===== config.mk =====
export PLATFORM = sky130hd
export DESIGN_NAME = mixed_fraction_add_reduce_flat
export DESIGN_NICKNAME = d
export VERILOG_FILES = /design/src/rtl/core/mfar_pkg.sv /design/src/rtl/core/mfar_if.sv /design/src/rtl/core/mixed_fraction_add_reduce.sv /design/src/flat_wrapper.sv
export SDC_FILE = /design/constraint.sdc
export NUM_CORES = 2
export LEC_CHECK = 0
export BUFFER_PORTS_ARGS = -buffer_cell sky130_fd_sc_hd__buf_4
export CAP_MARGIN = 10
export CORE_MARGIN = 2
export CORE_UTILIZATION = 46
export CTS_BUF_LIST = sky130_fd_sc_hd__clkbuf_8 sky130_fd_sc_hd__clkbuf_16
export DETAILED_ROUTE_END_ITERATION = 10
export PLACE_DENSITY = 0.73
export SETUP_SLACK_MARGIN = 0.15
export SLEW_MARGIN = 10
export SYNTH_ARGS = -nofsm -noshare
export SYNTH_HDL_FRONTEND = slang
export SYNTH_SLANG_ARGS = --single-unit

===== constraint.sdc =====
create_clock -name clock -period 15.3 [get_ports clock]
set_input_delay 0.765 -clock clock [delete_from_list [all_inputs] [get_ports clock]]
set_output_delay 0.765 -clock clock [all_outputs]
set_load 0.005 [all_outputs]

===== src/rtl/core/mfar_pkg.sv =====
// ----------------------------------------------------------------------------
// mfar_pkg
// Shared opcodes and the result width for the mixed fraction adder.
// ----------------------------------------------------------------------------
package mfar_pkg;

   localparam int OUT_WIDTH = 32;

   localparam logic OP_ADD = 1'b0;
   localparam logic OP_CMP = 1'b1;

endpackage


===== src/rtl/core/mfar_if.sv =====
// ----------------------------------------------------------------------------
// mfar_if
// Request and response channels of the mixed fraction adder.
// ----------------------------------------------------------------------------
interface mfar_req_if #(parameter int PART_WIDTH = 16);
   logic                         valid;
   logic                         ready;
   logic                         opcode;
   logic signed [PART_WIDTH-1:0] a_whole;
   logic        [PART_WIDTH-1:0] a_num;
   logic        [PART_WIDTH-1:0] a_den;
   logic signed [PART_WIDTH-1:0] b_whole;
   logic        [PART_WIDTH-1:0] b_num;
   logic        [PART_WIDTH-1:0] b_den;

   modport source (output valid, opcode, a_whole, a_num, a_den, b_whole, b_num, b_den,
                   input ready);
   modport sink   (input valid, opcode, a_whole, a_num, a_den, b_whole, b_num, b_den,
                   output ready);
endinterface

interface mfar_rsp_if;
   logic                                   valid;
   logic                                   ready;
   logic signed [mfar_pkg::OUT_WIDTH-1:0]  sum_whole;
   logic        [mfar_pkg::OUT_WIDTH-1:0]  sum_num;
   logic        [mfar_pkg::OUT_WIDTH-1:0]  sum_den;
   logic                                   is_less;
   logic                                   is_equal;

   modport source (output valid, sum_whole, sum_num, sum_den, is_less, is_equal,
                   input ready);
   modport sink   (input valid, sum_whole, sum_num, sum_den, is_less, is_equal,
                   output ready);
   modport mon    (input valid, ready, sum_whole, sum_num, sum_den, is_less, is_equal);
endinterface


===== src/rtl/core/mixed_fraction_add_reduce.sv =====
// ----------------------------------------------------------------------------
// mixed_fraction_add_reduce
// Adds two mixed numbers and reduces the sum, or compares them exactly.
// ----------------------------------------------------------------------------
// One request at a time, bit-serial throughout (W = PART_WIDTH). Both operands
// are normalised by two restoring dividers, the cross products are built by
// shift-add steps and the S_SUM state adds them. A compare then goes on to
// the output register. An add goes on to a binary gcd, one shift or subtract
// per cycle, a shift back of the common power of two with a handover into
// a division of numerator and denominator by the gcd, and then the output
// register. How long the gcd loop runs depends on the operands. The response
// register frees the core, so a new request is taken while the previous
// response waits.
module mixed_fraction_add_reduce #(
   parameter int PART_WIDTH = 16
) (
   input  logic        clock,
   input  logic        reset,
   mfar_req_if.sink    req_chan,
   mfar_rsp_if.source  rsp_chan
);

   localparam int W  = PART_WIDTH;
   localparam int DW = 2 * PART_WIDTH;
   localparam int CW = $clog2(DW + 1);
   localparam int OW = mfar_pkg::OUT_WIDTH;

   localparam logic [2:0] S_IDLE = 3'd0;
   localparam logic [2:0] S_NORM = 3'd1;
   localparam logic [2:0] S_MUL  = 3'd2;
   localparam logic [2:0] S_SUM  = 3'd3;
   localparam logic [2:0] S_GCD  = 3'd4;
   localparam logic [2:0] S_GSH  = 3'd5;
   localparam logic [2:0] S_DIV  = 3'd6;
   localparam logic [2:0] S_OUT  = 3'd7;

   logic [2:0]    state_ff, state_in;
   logic [CW-1:0] cnt_ff, cnt_in;
   logic          op_ff, op_in;

   logic signed [W+1:0] aw_ff, aw_in, bw_ff, bw_in;
   logic signed [W+2:0] sw_ff, sw_in;

   logic [DW-1:0] xq_ff, xq_in, xr_ff, xr_in, xd_ff, xd_in;
   logic [DW-1:0] yq_ff, yq_in, yr_ff, yr_in, yd_ff, yd_in;

   logic [DW-1:0] mca_ff, mca_in, mcd_ff, mcd_in;
   logic [W-1:0]  mbd_ff, mbd_in, mbr_ff, mbr_in;
   logic [DW-1:0] accp_ff, accp_in, accq_ff, accq_in, accd_ff, accd_in;

   logic [DW-1:0] gx_ff, gx_in, gy_ff, gy_in;
   logic [CW-1:0] gk_ff, gk_in;

   logic lt_ff, lt_in, eq_ff, eq_in;

   logic                 rsp_valid_ff, rsp_valid_in;
   logic signed [OW-1:0] rsp_whole_ff, rsp_whole_in;
   logic [OW-1:0]        rsp_num_ff, rsp_num_in, rsp_den_ff, rsp_den_in;
   logic                 rsp_less_ff, rsp_less_in, rsp_equal_ff, rsp_equal_in;

   // serial divider steps
   logic [DW:0]   x_trial, y_trial;
   logic          x_ge, y_ge;
   logic [DW:0]   x_sub, y_sub;
   logic [DW-1:0] x_rnext, y_rnext, x_qnext, y_qnext;

   logic [W-1:0]  a_den_fix, b_den_fix;
   logic [DW:0]   s_wide;
   logic          s_carry;
   logic [DW:0]   s_red;
   logic [63:0]   num_ext, den_ext, whole_ext;
   logic          req_fire;

   always_comb begin
      x_trial = {xr_ff, xq_ff[DW-1]};
      y_trial = {yr_ff, yq_ff[DW-1]};
      x_ge    = x_trial >= {1'b0, xd_ff};
      y_ge    = y_trial >= {1'b0, yd_ff};
      x_sub   = x_trial - {1'b0, xd_ff};
      y_sub   = y_trial - {1'b0, yd_ff};
      x_rnext = x_ge ? x_sub[DW-1:0] : x_trial[DW-1:0];
      y_rnext = y_ge ? y_sub[DW-1:0] : y_trial[DW-1:0];
      x_qnext = {xq_ff[DW-2:0], x_ge};
      y_qnext = {yq_ff[DW-2:0], y_ge};
   end

   assign a_den_fix = (req_chan.a_den == '0) ? W'(1) : req_chan.a_den;
   assign b_den_fix = (req_chan.b_den == '0) ? W'(1) : req_chan.b_den;

   assign s_wide  = {1'b0, accp_ff} + {1'b0, accq_ff};
   assign s_carry = s_wide >= {1'b0, accd_ff};
   assign s_red   = s_wide - {1'b0, accd_ff};

   assign req_chan.ready = (state_ff == S_IDLE);
   assign req_fire       = req_chan.valid && req_chan.ready;

   assign num_ext   = 64'(xq_ff);
   assign den_ext   = 64'(yq_ff);
   assign whole_ext = 64'(sw_ff);

   always_comb begin
      state_in     = state_ff;
      cnt_in       = cnt_ff;
      op_in        = op_ff;
      aw_in        = aw_ff;
      bw_in        = bw_ff;
      sw_in        = sw_ff;
      xq_in        = xq_ff;
      xr_in        = xr_ff;
      xd_in        = xd_ff;
      yq_in        = yq_ff;
      yr_in        = yr_ff;
      yd_in        = yd_ff;
      mca_in       = mca_ff;
      mcd_in       = mcd_ff;
      mbd_in       = mbd_ff;
      mbr_in       = mbr_ff;
      accp_in      = accp_ff;
      accq_in      = accq_ff;
      accd_in      = accd_ff;
      gx_in        = gx_ff;
      gy_in        = gy_ff;
      gk_in        = gk_ff;
      lt_in        = lt_ff;
      eq_in        = eq_ff;
      rsp_valid_in = rsp_valid_ff && !rsp_chan.ready;
      rsp_whole_in = rsp_whole_ff;
      rsp_num_in   = rsp_num_ff;
      rsp_den_in   = rsp_den_ff;
      rsp_less_in  = rsp_less_ff;
      rsp_equal_in = rsp_equal_ff;

      unique case (state_ff)
         S_IDLE: begin
            if (req_fire) begin
               op_in    = req_chan.opcode;
               aw_in    = {{2{req_chan.a_whole[W-1]}}, req_chan.a_whole};
               bw_in    = {{2{req_chan.b_whole[W-1]}}, req_chan.b_whole};
               xq_in    = {{W{1'b0}}, req_chan.a_num};
               xd_in    = {{W{1'b0}}, a_den_fix};
               xr_in    = '0;
               yq_in    = {{W{1'b0}}, req_chan.b_num};
               yd_in    = {{W{1'b0}}, b_den_fix};
               yr_in    = '0;
               cnt_in   = '0;
               state_in = S_NORM;
            end
         end
         S_NORM: begin
            xq_in  = x_qnext;
            xr_in  = x_rnext;
            yq_in  = y_qnext;
            yr_in  = y_rnext;
            cnt_in = cnt_ff + CW'(1);
            if (cnt_ff == CW'(DW - 1)) begin
               // integer part of each fraction joins its whole part
               aw_in    = aw_ff + {2'b00, x_qnext[W-1:0]};
               bw_in    = bw_ff + {2'b00, y_qnext[W-1:0]};
               mca_in   = {{W{1'b0}}, x_rnext[W-1:0]};
               mcd_in   = {{W{1'b0}}, xd_ff[W-1:0]};
               mbd_in   = yd_ff[W-1:0];
               mbr_in   = y_rnext[W-1:0];
               accp_in  = '0;
               accq_in  = '0;
               accd_in  = '0;
               cnt_in   = '0;
               state_in = S_MUL;
            end
         end
         S_MUL: begin
            // p = ar*bd, d = ad*bd, q = ad*br
            if (mbd_ff[0]) begin
               accp_in = accp_ff + mca_ff;
               accd_in = accd_ff + mcd_ff;
            end
            if (mbr_ff[0]) begin
               accq_in = accq_ff + mcd_ff;
            end
            mca_in = {mca_ff[DW-2:0], 1'b0};
            mcd_in = {mcd_ff[DW-2:0], 1'b0};
            mbd_in = mbd_ff >> 1;
            mbr_in = mbr_ff >> 1;
            cnt_in = cnt_ff + CW'(1);
            if (cnt_ff == CW'(W - 1)) begin
               state_in = S_SUM;
            end
         end
         S_SUM: begin
            if (op_ff == mfar_pkg::OP_CMP) begin
               if (aw_ff != bw_ff) begin
                  lt_in = aw_ff < bw_ff;
                  eq_in = 1'b0;
               end else begin
                  lt_in = accp_ff < accq_ff;
                  eq_in = accp_ff == accq_ff;
               end
               sw_in    = '0;
               xq_in    = '0;
               yq_in    = DW'(1);
               state_in = S_OUT;
            end else begin
               lt_in    = 1'b0;
               eq_in    = 1'b0;
               sw_in    = {aw_ff[W+1], aw_ff} + {bw_ff[W+1], bw_ff}
                          + {{(W+2){1'b0}}, s_carry};
               accp_in  = s_carry ? s_red[DW-1:0] : s_wide[DW-1:0];
               gx_in    = accd_ff;
               gy_in    = s_carry ? s_red[DW-1:0] : s_wide[DW-1:0];
               gk_in    = '0;
               state_in = S_GCD;
            end
         end
         S_GCD: begin
            if (gx_ff == '0) begin
               gx_in    = gy_ff;
               state_in = S_GSH;
            end else if (gy_ff == '0) begin
               state_in = S_GSH;
            end else if (!gx_ff[0] && !gy_ff[0]) begin
               gx_in = gx_ff >> 1;
               gy_in = gy_ff >> 1;
               gk_in = gk_ff + CW'(1);
            end else if (!gx_ff[0]) begin
               gx_in = gx_ff >> 1;
            end else if (!gy_ff[0]) begin
               gy_in = gy_ff >> 1;
            end else if (gx_ff >= gy_ff) begin
               gx_in = gx_ff - gy_ff;
            end else begin
               gy_in = gy_ff - gx_ff;
            end
         end
         S_GSH: begin
            if (gk_ff == '0) begin
               xq_in    = accp_ff;
               xd_in    = gx_ff;
               xr_in    = '0;
               yq_in    = accd_ff;
               yd_in    = gx_ff;
               yr_in    = '0;
               cnt_in   = '0;
               state_in = S_DIV;
            end else begin
               gx_in = {gx_ff[DW-2:0], 1'b0};
               gk_in = gk_ff - CW'(1);
            end
         end
         S_DIV: begin
            xq_in  = x_qnext;
            xr_in  = x_rnext;
            yq_in  = y_qnext;
            yr_in  = y_rnext;
            cnt_in = cnt_ff + CW'(1);
            if (cnt_ff == CW'(DW - 1)) begin
               state_in = S_OUT;
            end
         end
         S_OUT: begin
            if (!rsp_valid_ff || rsp_chan.ready) begin
               rsp_valid_in = 1'b1;
               rsp_whole_in = whole_ext[OW-1:0];
               rsp_num_in   = num_ext[OW-1:0];
               rsp_den_in   = den_ext[OW-1:0];
               rsp_less_in  = lt_ff;
               rsp_equal_in = eq_ff;
               state_in     = S_IDLE;
            end
         end
         default: state_in = S_IDLE;
      endcase
   end

   always_ff @(posedge clock) begin
      if (reset) begin
         state_ff     <= S_IDLE;
         cnt_ff       <= '0;
         rsp_valid_ff <= 1'b0;
      end else begin
         state_ff     <= state_in;
         cnt_ff       <= cnt_in;
         rsp_valid_ff <= rsp_valid_in;
      end
   end

   always_ff @(posedge clock) begin
      op_ff        <= op_in;
      aw_ff        <= aw_in;
      bw_ff        <= bw_in;
      sw_ff        <= sw_in;
      xq_ff        <= xq_in;
      xr_ff        <= xr_in;
      xd_ff        <= xd_in;
      yq_ff        <= yq_in;
      yr_ff        <= yr_in;
      yd_ff        <= yd_in;
      mca_ff       <= mca_in;
      mcd_ff       <= mcd_in;
      mbd_ff       <= mbd_in;
      mbr_ff       <= mbr_in;
      accp_ff      <= accp_in;
      accq_ff      <= accq_in;
      accd_ff      <= accd_in;
      gx_ff        <= gx_in;
      gy_ff        <= gy_in;
      gk_ff        <= gk_in;
      lt_ff        <= lt_in;
      eq_ff        <= eq_in;
      rsp_whole_ff <= rsp_whole_in;
      rsp_num_ff   <= rsp_num_in;
      rsp_den_ff   <= rsp_den_in;
      rsp_less_ff  <= rsp_less_in;
      rsp_equal_ff <= rsp_equal_in;
   end

   assign rsp_chan.valid     = rsp_valid_ff;
   assign rsp_chan.sum_whole = rsp_whole_ff;
   assign rsp_chan.sum_num   = rsp_num_ff;
   assign rsp_chan.sum_den   = rsp_den_ff;
   assign rsp_chan.is_less   = rsp_less_ff;
   assign rsp_chan.is_equal  = rsp_equal_ff;

endmodule


===== src/flat_wrapper.sv =====
// flat-port wrapper written by rule: the top's interface ports become plain ports
module mixed_fraction_add_reduce_flat 
#(
   parameter int PART_WIDTH = 16
)
  (clock, reset, req_chan_valid, req_chan_opcode, req_chan_a_whole, req_chan_a_num, req_chan_a_den, req_chan_b_whole, req_chan_b_num, req_chan_b_den, req_chan_ready, rsp_chan_valid, rsp_chan_sum_whole, rsp_chan_sum_num, rsp_chan_sum_den, rsp_chan_is_less, rsp_chan_is_equal, rsp_chan_ready);
  mfar_req_if #(.PART_WIDTH(PART_WIDTH)) req_chan_i ();
  mfar_rsp_if rsp_chan_i ();
  input  logic clock;
  input  logic reset;
  input wire logic [$bits(req_chan_i.valid)-1:0] req_chan_valid;
  input wire logic [$bits(req_chan_i.opcode)-1:0] req_chan_opcode;
  input wire logic [$bits(req_chan_i.a_whole)-1:0] req_chan_a_whole;
  input wire logic [$bits(req_chan_i.a_num)-1:0] req_chan_a_num;
  input wire logic [$bits(req_chan_i.a_den)-1:0] req_chan_a_den;
  input wire logic [$bits(req_chan_i.b_whole)-1:0] req_chan_b_whole;
  input wire logic [$bits(req_chan_i.b_num)-1:0] req_chan_b_num;
  input wire logic [$bits(req_chan_i.b_den)-1:0] req_chan_b_den;
  output wire logic [$bits(req_chan_i.ready)-1:0] req_chan_ready;
  output wire logic [$bits(rsp_chan_i.valid)-1:0] rsp_chan_valid;
  output wire logic [$bits(rsp_chan_i.sum_whole)-1:0] rsp_chan_sum_whole;
  output wire logic [$bits(rsp_chan_i.sum_num)-1:0] rsp_chan_sum_num;
  output wire logic [$bits(rsp_chan_i.sum_den)-1:0] rsp_chan_sum_den;
  output wire logic [$bits(rsp_chan_i.is_less)-1:0] rsp_chan_is_less;
  output wire logic [$bits(rsp_chan_i.is_equal)-1:0] rsp_chan_is_equal;
  input wire logic [$bits(rsp_chan_i.ready)-1:0] rsp_chan_ready;
  assign req_chan_i.valid = req_chan_valid;
  assign req_chan_i.opcode = req_chan_opcode;
  assign req_chan_i.a_whole = req_chan_a_whole;
  assign req_chan_i.a_num = req_chan_a_num;
  assign req_chan_i.a_den = req_chan_a_den;
  assign req_chan_i.b_whole = req_chan_b_whole;
  assign req_chan_i.b_num = req_chan_b_num;
  assign req_chan_i.b_den = req_chan_b_den;
  assign req_chan_ready = req_chan_i.ready;
  assign rsp_chan_valid = rsp_chan_i.valid;
  assign rsp_chan_sum_whole = rsp_chan_i.sum_whole;
  assign rsp_chan_sum_num = rsp_chan_i.sum_num;
  assign rsp_chan_sum_den = rsp_chan_i.sum_den;
  assign rsp_chan_is_less = rsp_chan_i.is_less;
  assign rsp_chan_is_equal = rsp_chan_i.is_equal;
  assign rsp_chan_i.ready = rsp_chan_ready;
  mixed_fraction_add_reduce #(.PART_WIDTH(PART_WIDTH)) u_core (.clock(clock), .reset(reset), .req_chan(req_chan_i), .rsp_chan(rsp_chan_i));
endmodule

# --- After elaboration in Yosys (flattened, before gate mapping) ---
# Cells that the tools add are included.
totals:
  mem_bits_ro: 0
  ramBits: 0
  elab_cells: 212
  register_bits: 607
  latchBits: 0
  memories: 0
  output_inout_bits: 100
op_classes:
  reduce_logical: 43
  shifts: 0
  addsub: 16
  muxes: 83
  n_div: 0
  n_mul: 0
  bitwise: 1
  eq_ne: 31
  order_cmp: 6
op_table:
  columns: ["cell", "count"]
  rows:
  - ["2-to-1 mux 32 bit", 35]
  - ["one-hot mux 32 bit (2 select lines)", 7]
  - ["one-hot mux 32 bit (3 select lines)", 4]
  - ["one-hot mux 32 bit (4 select lines)", 2]
  - ["subtractor 32 bit", 5]
  - ["greater-or-equal comparator 33 x 32 -> 1 bit", 3]
  - ["adder 32 bit", 3]
  - ["2-to-1 mux 18 bit", 4]
  - ["one-hot mux 18 bit (2 select lines)", 2]
  - ["logical NOT 32 bit", 2]
  - ["2-to-1 mux 16 bit", 4]
  - ["one-hot mux 16 bit (2 select lines)", 2]
  - ["2-to-1 mux 6 bit", 8]
  - ["adder 18 x 16 -> 18 bit", 2]
  - ["adder 32 x 32 -> 33 bit", 1]
  - ["equality test 32 bit", 1]
  - ["greater-or-equal comparator 32 bit", 1]
  - ["logical NOT 16 bit", 2]
  - ["< comparator 32 bit", 1]
  - ["2-to-1 mux 3 bit", 8]
  - ["one-hot mux 3 bit (8 select lines)", 1]
  - ["one-hot mux 6 bit (4 select lines)", 1]
  - ["adder 18 x 18 -> 19 bit", 1]
  - ["adder 19 x 1 -> 19 bit", 1]
  - ["other kinds (34)", 79]

# --- Logic depth before layout (Yosys ltp) ---
logic_depth:
  depth_word: 8
  depth_mapped: 36

# --- Least setup slack after synthesis ---
# Ideal clock, no wire load.
synth_path:
  kind: "reg2reg"
  start: "register u_core.state_ff[0]"
  end: "register u_core.mbd_ff[0] (enable)"
  arrival_ns: 7.896
  path_stages_with_launch: 6
  setup_slack_ns: 6.721
  period_less_slack_ns: 8.579
  path_buffers: 2
  cell_sequence: "dfxtp_1 > clkinv_1 > or3_1 > clkbuf_1 > clkbuf_1 > o21ai_0"
synth_via:
  elab_chain_cells: 3
  elab_cells_between_ends: 5
  classes_between: "eq/ne: 3; reduce/logical: 2"
synth_rtl:
  columns: ["element", "line", "text"]
  rows:
  - ["start: declaration", "mixed_fraction_add_reduce.sv:37", "logic [2:0] state_ff, state_in;"]
  - ["start signal: assignment", "mixed_fraction_add_reduce.sv:279", "state_ff <= state_in;"]
  - ["equality test 3 x 1 -> 1 bit / equality test 3 x 2 -> 1 bit (equally long branches)", "mixed_fraction_add_reduce.sv:133", "unique case (state_ff)"]
  - ["!= test 2 x 1 -> 1 bit (no line) / nonzero test 2 bit (equally long branches)", null, null]
  - ["AND reduction 2 bit (no line) *", null, null]
  - ["end signal: assignment", "mixed_fraction_add_reduce.sv:298", "mbd_ff <= mbd_in;"]
  - ["end: declaration", "mixed_fraction_add_reduce.sv:48", "logic [W-1:0] mbd_ff, mbd_in, mbr_ff, mbr_in;"]
# Every way passes the cells marked *; elsewhere a longest branch is shown, timed or not.
# A chain may end at the register's enable or synchronous reset.

# --- Final worst setup path ---
layout_path:
  start: "register u_core.accp_ff[0]"
  end: "register u_core.sw_ff[16] (data pin)"
layout_via:
  elab_chain_cells: 3
layout_rtl:
  columns: ["element", "line", "text"]
  rows:
  - ["start: declaration", "mixed_fraction_add_reduce.sv:49", "logic [DW-1:0] accp_ff, accp_in, accq_ff, accq_in, accd_ff, accd_in;"]
  - ["start signal: assignment", "mixed_fraction_add_reduce.sv:300", "accp_ff <= accp_in;"]
  - ["adder 32 x 32 -> 33 bit", "mixed_fraction_add_reduce.sv:90", "assign s_wide = {1'b0, accp_ff} + {1'b0, accq_ff};"]
  - ["greater-or-equal comparator 33 x 32 -> 1 bit", "mixed_fraction_add_reduce.sv:91", "assign s_carry = s_wide >= {1'b0, accd_ff};"]
  - ["adder 19 x 1 -> 19 bit", "mixed_fraction_add_reduce.sv:205", "+ {{(W+2){1'b0}}, s_carry};"]
  - ["end signal: assignment", "mixed_fraction_add_reduce.sv:289", "sw_ff <= sw_in;"]
  - ["end: declaration", "mixed_fraction_add_reduce.sv:42", "logic signed [W+2:0] sw_ff, sw_in;"]
# Every way passes these cells.

==> run summary <==
Max Cap Viol - 0
port buffer count - 200
vias in the first global route - 33733
post-route ant nets - 0
relative slew slack - 20.05%
vias - 35919
post-synth cell types - 89
yosys warns - 0
FF-to-FF path depth - 33
fillers - 8175
Fin Setup TNS - 0 ns
largest net degree at the start of global routing - 97
Synth Area in Simple Gates - 13.59%
routed wire length - 130700 µm
RSZ-0062 raised after global routing - no
drt wl/cell - 22.08 µm
sequential fraction of design power - 27.9%
GR Util met1 - 36.17%
Layout Nets - 5123
ys async rst share - 0%
global routing usage on met3 - 4.097%
Synth Area in XOR/XNOR - 5.822%
DR iter-0 viols - 3966
Horiz. Die Dim - 308.8 µm
CP max stage delay - 0.59 ns
Syn Inst Count - 4495
Core Rows - 111
hpwl dp - 99970 µm
H-tree levels - 3
initial antenna violation count - 3
setup violators final - 0
Clock Tree Root - clkbuf_16
IO Count - 201
actual slew at the worst max-slew pin - 1.195 ns
Worst Path Max Fanout - 37
CTS tree - yes
complex-gate fraction of the synthesized area - 21.33%
clk sinks - 591
Comb pwr share - 55.9%
via-per-instance ratio - 6.069
share of layout cells above drive strength 1 - 8.964%
cell area after layout - 47690 µm²
Hold WC Path Type - in2reg
GP Congestion - 0.9866
maximum clock frequency - 112.0 MHz
Final Hold Viols - 0
Switching Fraction - 45.06%
total leakage power - 19.67 nW
Setup Skew - 0.04180 ns
main combinational cell family by area after synthesis - compound AO/OA/AOI/OAI gates
post-CTS sizing - 0
Final Util - 51.94%
post-route minimum period - 8.927 ns
Crit Path Category - reg2reg
syn_area_per_cell - 9.506 µm²
area grow syn2layout - 11.60%
area share of the largest cell type after synthesis - 40.83%
Starting Density - 46.54%
Setup crit end kind - register
Post-synth EDFFs - 581
routing usage on met2 - 42.91%
number of remaining DRC errors - 0
router iterations before antenna repair - 6
status - complete, no violations
WHS Path Cells - 1
CTS Hold Bufs - 0
Worst Path Arrival - 9.28 ns
synth top area cells - edfxtp_1, ha_1, a21oi_1, nor2_1, nand2_1
gr ovfl total - 0
area of the core - 91800 µm²
setup repair bufs after CTS - 0
post-synth net total - 4999
startpoint class of the critical path - register
first-pass GRT wire length - 196700 µm
GRT Resource Usage Total - 26.64%
switching pwr - 0.004707 W
dpl cell area - 45420 µm²
max-slew violation count - 0
sequential area share after synthesis - 41.30%
WP data required - 15.66 ns
mux cell area share after synthesis - 1.534%
Vert. Die Dim - 308.8 µm
die area - 95340 µm²
Post-synth top cells - edfxtp_1, a21oi_1, nor2_1
flip-flop and latch count after synthesis - 591
clock tree buffer depth - 3
Syn Std Cell Area - 42730 µm²
pwr dens - 219.0 nW/µm²
Synth Flop Type - edfxtp_1
final worst-path cycle share - 58.35%
most frequent cell after synthesis - edfxtp_1
Clock power frac - 16.2%
Pint - 0.005738 W
Critical Path Slowest Stage Cell - nor4_1
worst vdd ir - 173.1 µV
Reg clk slew, reported paths - 0.06 ns
CTS Buf Count - 69
clk_lat worst skew - 0.65 ns
Synth Area in Adders - 12.05%
dominant cell type by area after synthesis - edfxtp_1
GRT busiest layer - met2
[worst max-delay path: cells and delay by family (launching register included)]
kind                     cells  cell delay (ns)
adder cells (fa/ha/maj)      5             1.59
AND/OR/NAND/NOR              5             1.09
flip-flops                   1             0.45
buffers and inverters        1             0.50
XOR/XNOR                     2             0.33
AO/OA/AOI/OAI               20             4.66
[per-layer routing]
layer	wire, µm	vias to the layer above
li1	-	16794
met1	54850	17271
met2	59870	1606
met3	11100	246
met4	4842	2
met5	7	-
[through the flow]
step,std cells,setup slack (ns),hold WS (ns),total power [W]
2_1_floorplan,4495,6.721,0.4003,0.007133
3_3_place_gp,5791,6.699,0.4013,0.008546
3_5_place_dp,5791,6.544,0.4045,0.008642
4_1_cts,5917,6.508,0.3037,0.01036
5_1_grt,5917,5.915,0.3162,0.01115
6_report,5918,6.373,0.3328,0.01045
[power by group through the flow]
stage	clock network [W]	logic (W)	registers (W)
floorplan	0	0.00433	0.00281
global placement	0	0.00562	0.00293
detailed placement	0	0.00571	0.00293
CTS	0.00170	0.00575	0.00291
global route	0.00177	0.00643	0.00296
finish	0.00169	0.00584	0.00292
[path summary, 6_finish.rpt]
path	to	slack (ns)	startpoint
worst max-delay path	u_core.sw_ff[16]	6.37	u_core.accp_ff[0]
worst min-delay path	u_core.op_ff	0.33	req_chan_opcode
worst max register to register	u_core.sw_ff[16]	6.37	u_core.accp_ff[0]
worst min register to register	u_core.rsp_chan.sum_whole[5]	0.42	u_core.sw_ff[5]
[cell families after synthesis]
| family | after synthesis |
|---|---|
| buffers and inverters | 475 |
| multiplexers | 65 |
| adder cells (fa/ha/maj) | 403 |
| AO/OA/AOI/OAI | 1412 |
| flip-flops | 591 |
| XOR/XNOR | 284 |
| AND/OR/NAND/NOR | 1265 |
[layout make-up]
class | count | area (µm²) | share of cell area, %
repair buffers | 241 | 1809 | 3.794
well taps | 1243 | 1555 | 3.261
clock buffers | 71 | 1777 | 3.726
inverters | 287 | 1077 | 2.259
diodes | 1 | 2.502 | 0.005248
clock inverters | 55 | 485.5 | 1.018
flip-flops and latches | 591 | 17650 | 37.02
multi-input cells | 3429 | 23330 | 48.92
[state kept, by name (all words and copies together), names as in the netlist, 16 cells and up]
| register | count |
|---|---|
| u_core.rsp_chan.sum_whole | 19 |
| u_core.gx_ff | 32 |
| u_core.yd_ff | 32 |
| u_core.accq_ff | 32 |
| u_core.xd_ff | 16 |
| u_core.aw_ff | 18 |
| u_core.gy_ff | 32 |
| u_core.accp_ff | 32 |
| u_core.yr_ff | 32 |
| u_core.rsp_chan.sum_num | 32 |
| u_core.rsp_chan.sum_den | 32 |
| u_core.mbd_ff | 16 |
| u_core.mbr_ff | 16 |
| u_core.mcd_ff | 32 |
| u_core.bw_ff | 18 |
| u_core.accd_ff | 32 |
| u_core.xq_ff | 32 |
| u_core.yq_ff | 32 |
| u_core.sw_ff | 19 |
| u_core.xr_ff | 32 |
| u_core.mca_ff | 32 |
[cells in the final DEF (no fill, tap or decap), types with 61 or more instances in the layout]
master / Yosys / layout
a21oi_1: 463 / 461
o21ai_0: 255 / 254
xnor2_1: 157 / 157
buf_4: 15 / 241
xor2_1: 127 / 127
edfxtp_1: 581 / 581
a21o_1: 182 / 182
clkbuf_16: 0 / 71
nand2_1: 371 / 369
inv_1: 283 / 294
a221oi_1: 76 / 76
ha_1: 389 / 389
nand2b_1: 70 / 68
nor2_1: 444 / 438
mux2i_1: 61 / 61
No activity file was read; power rests on OpenSTA's default activity.
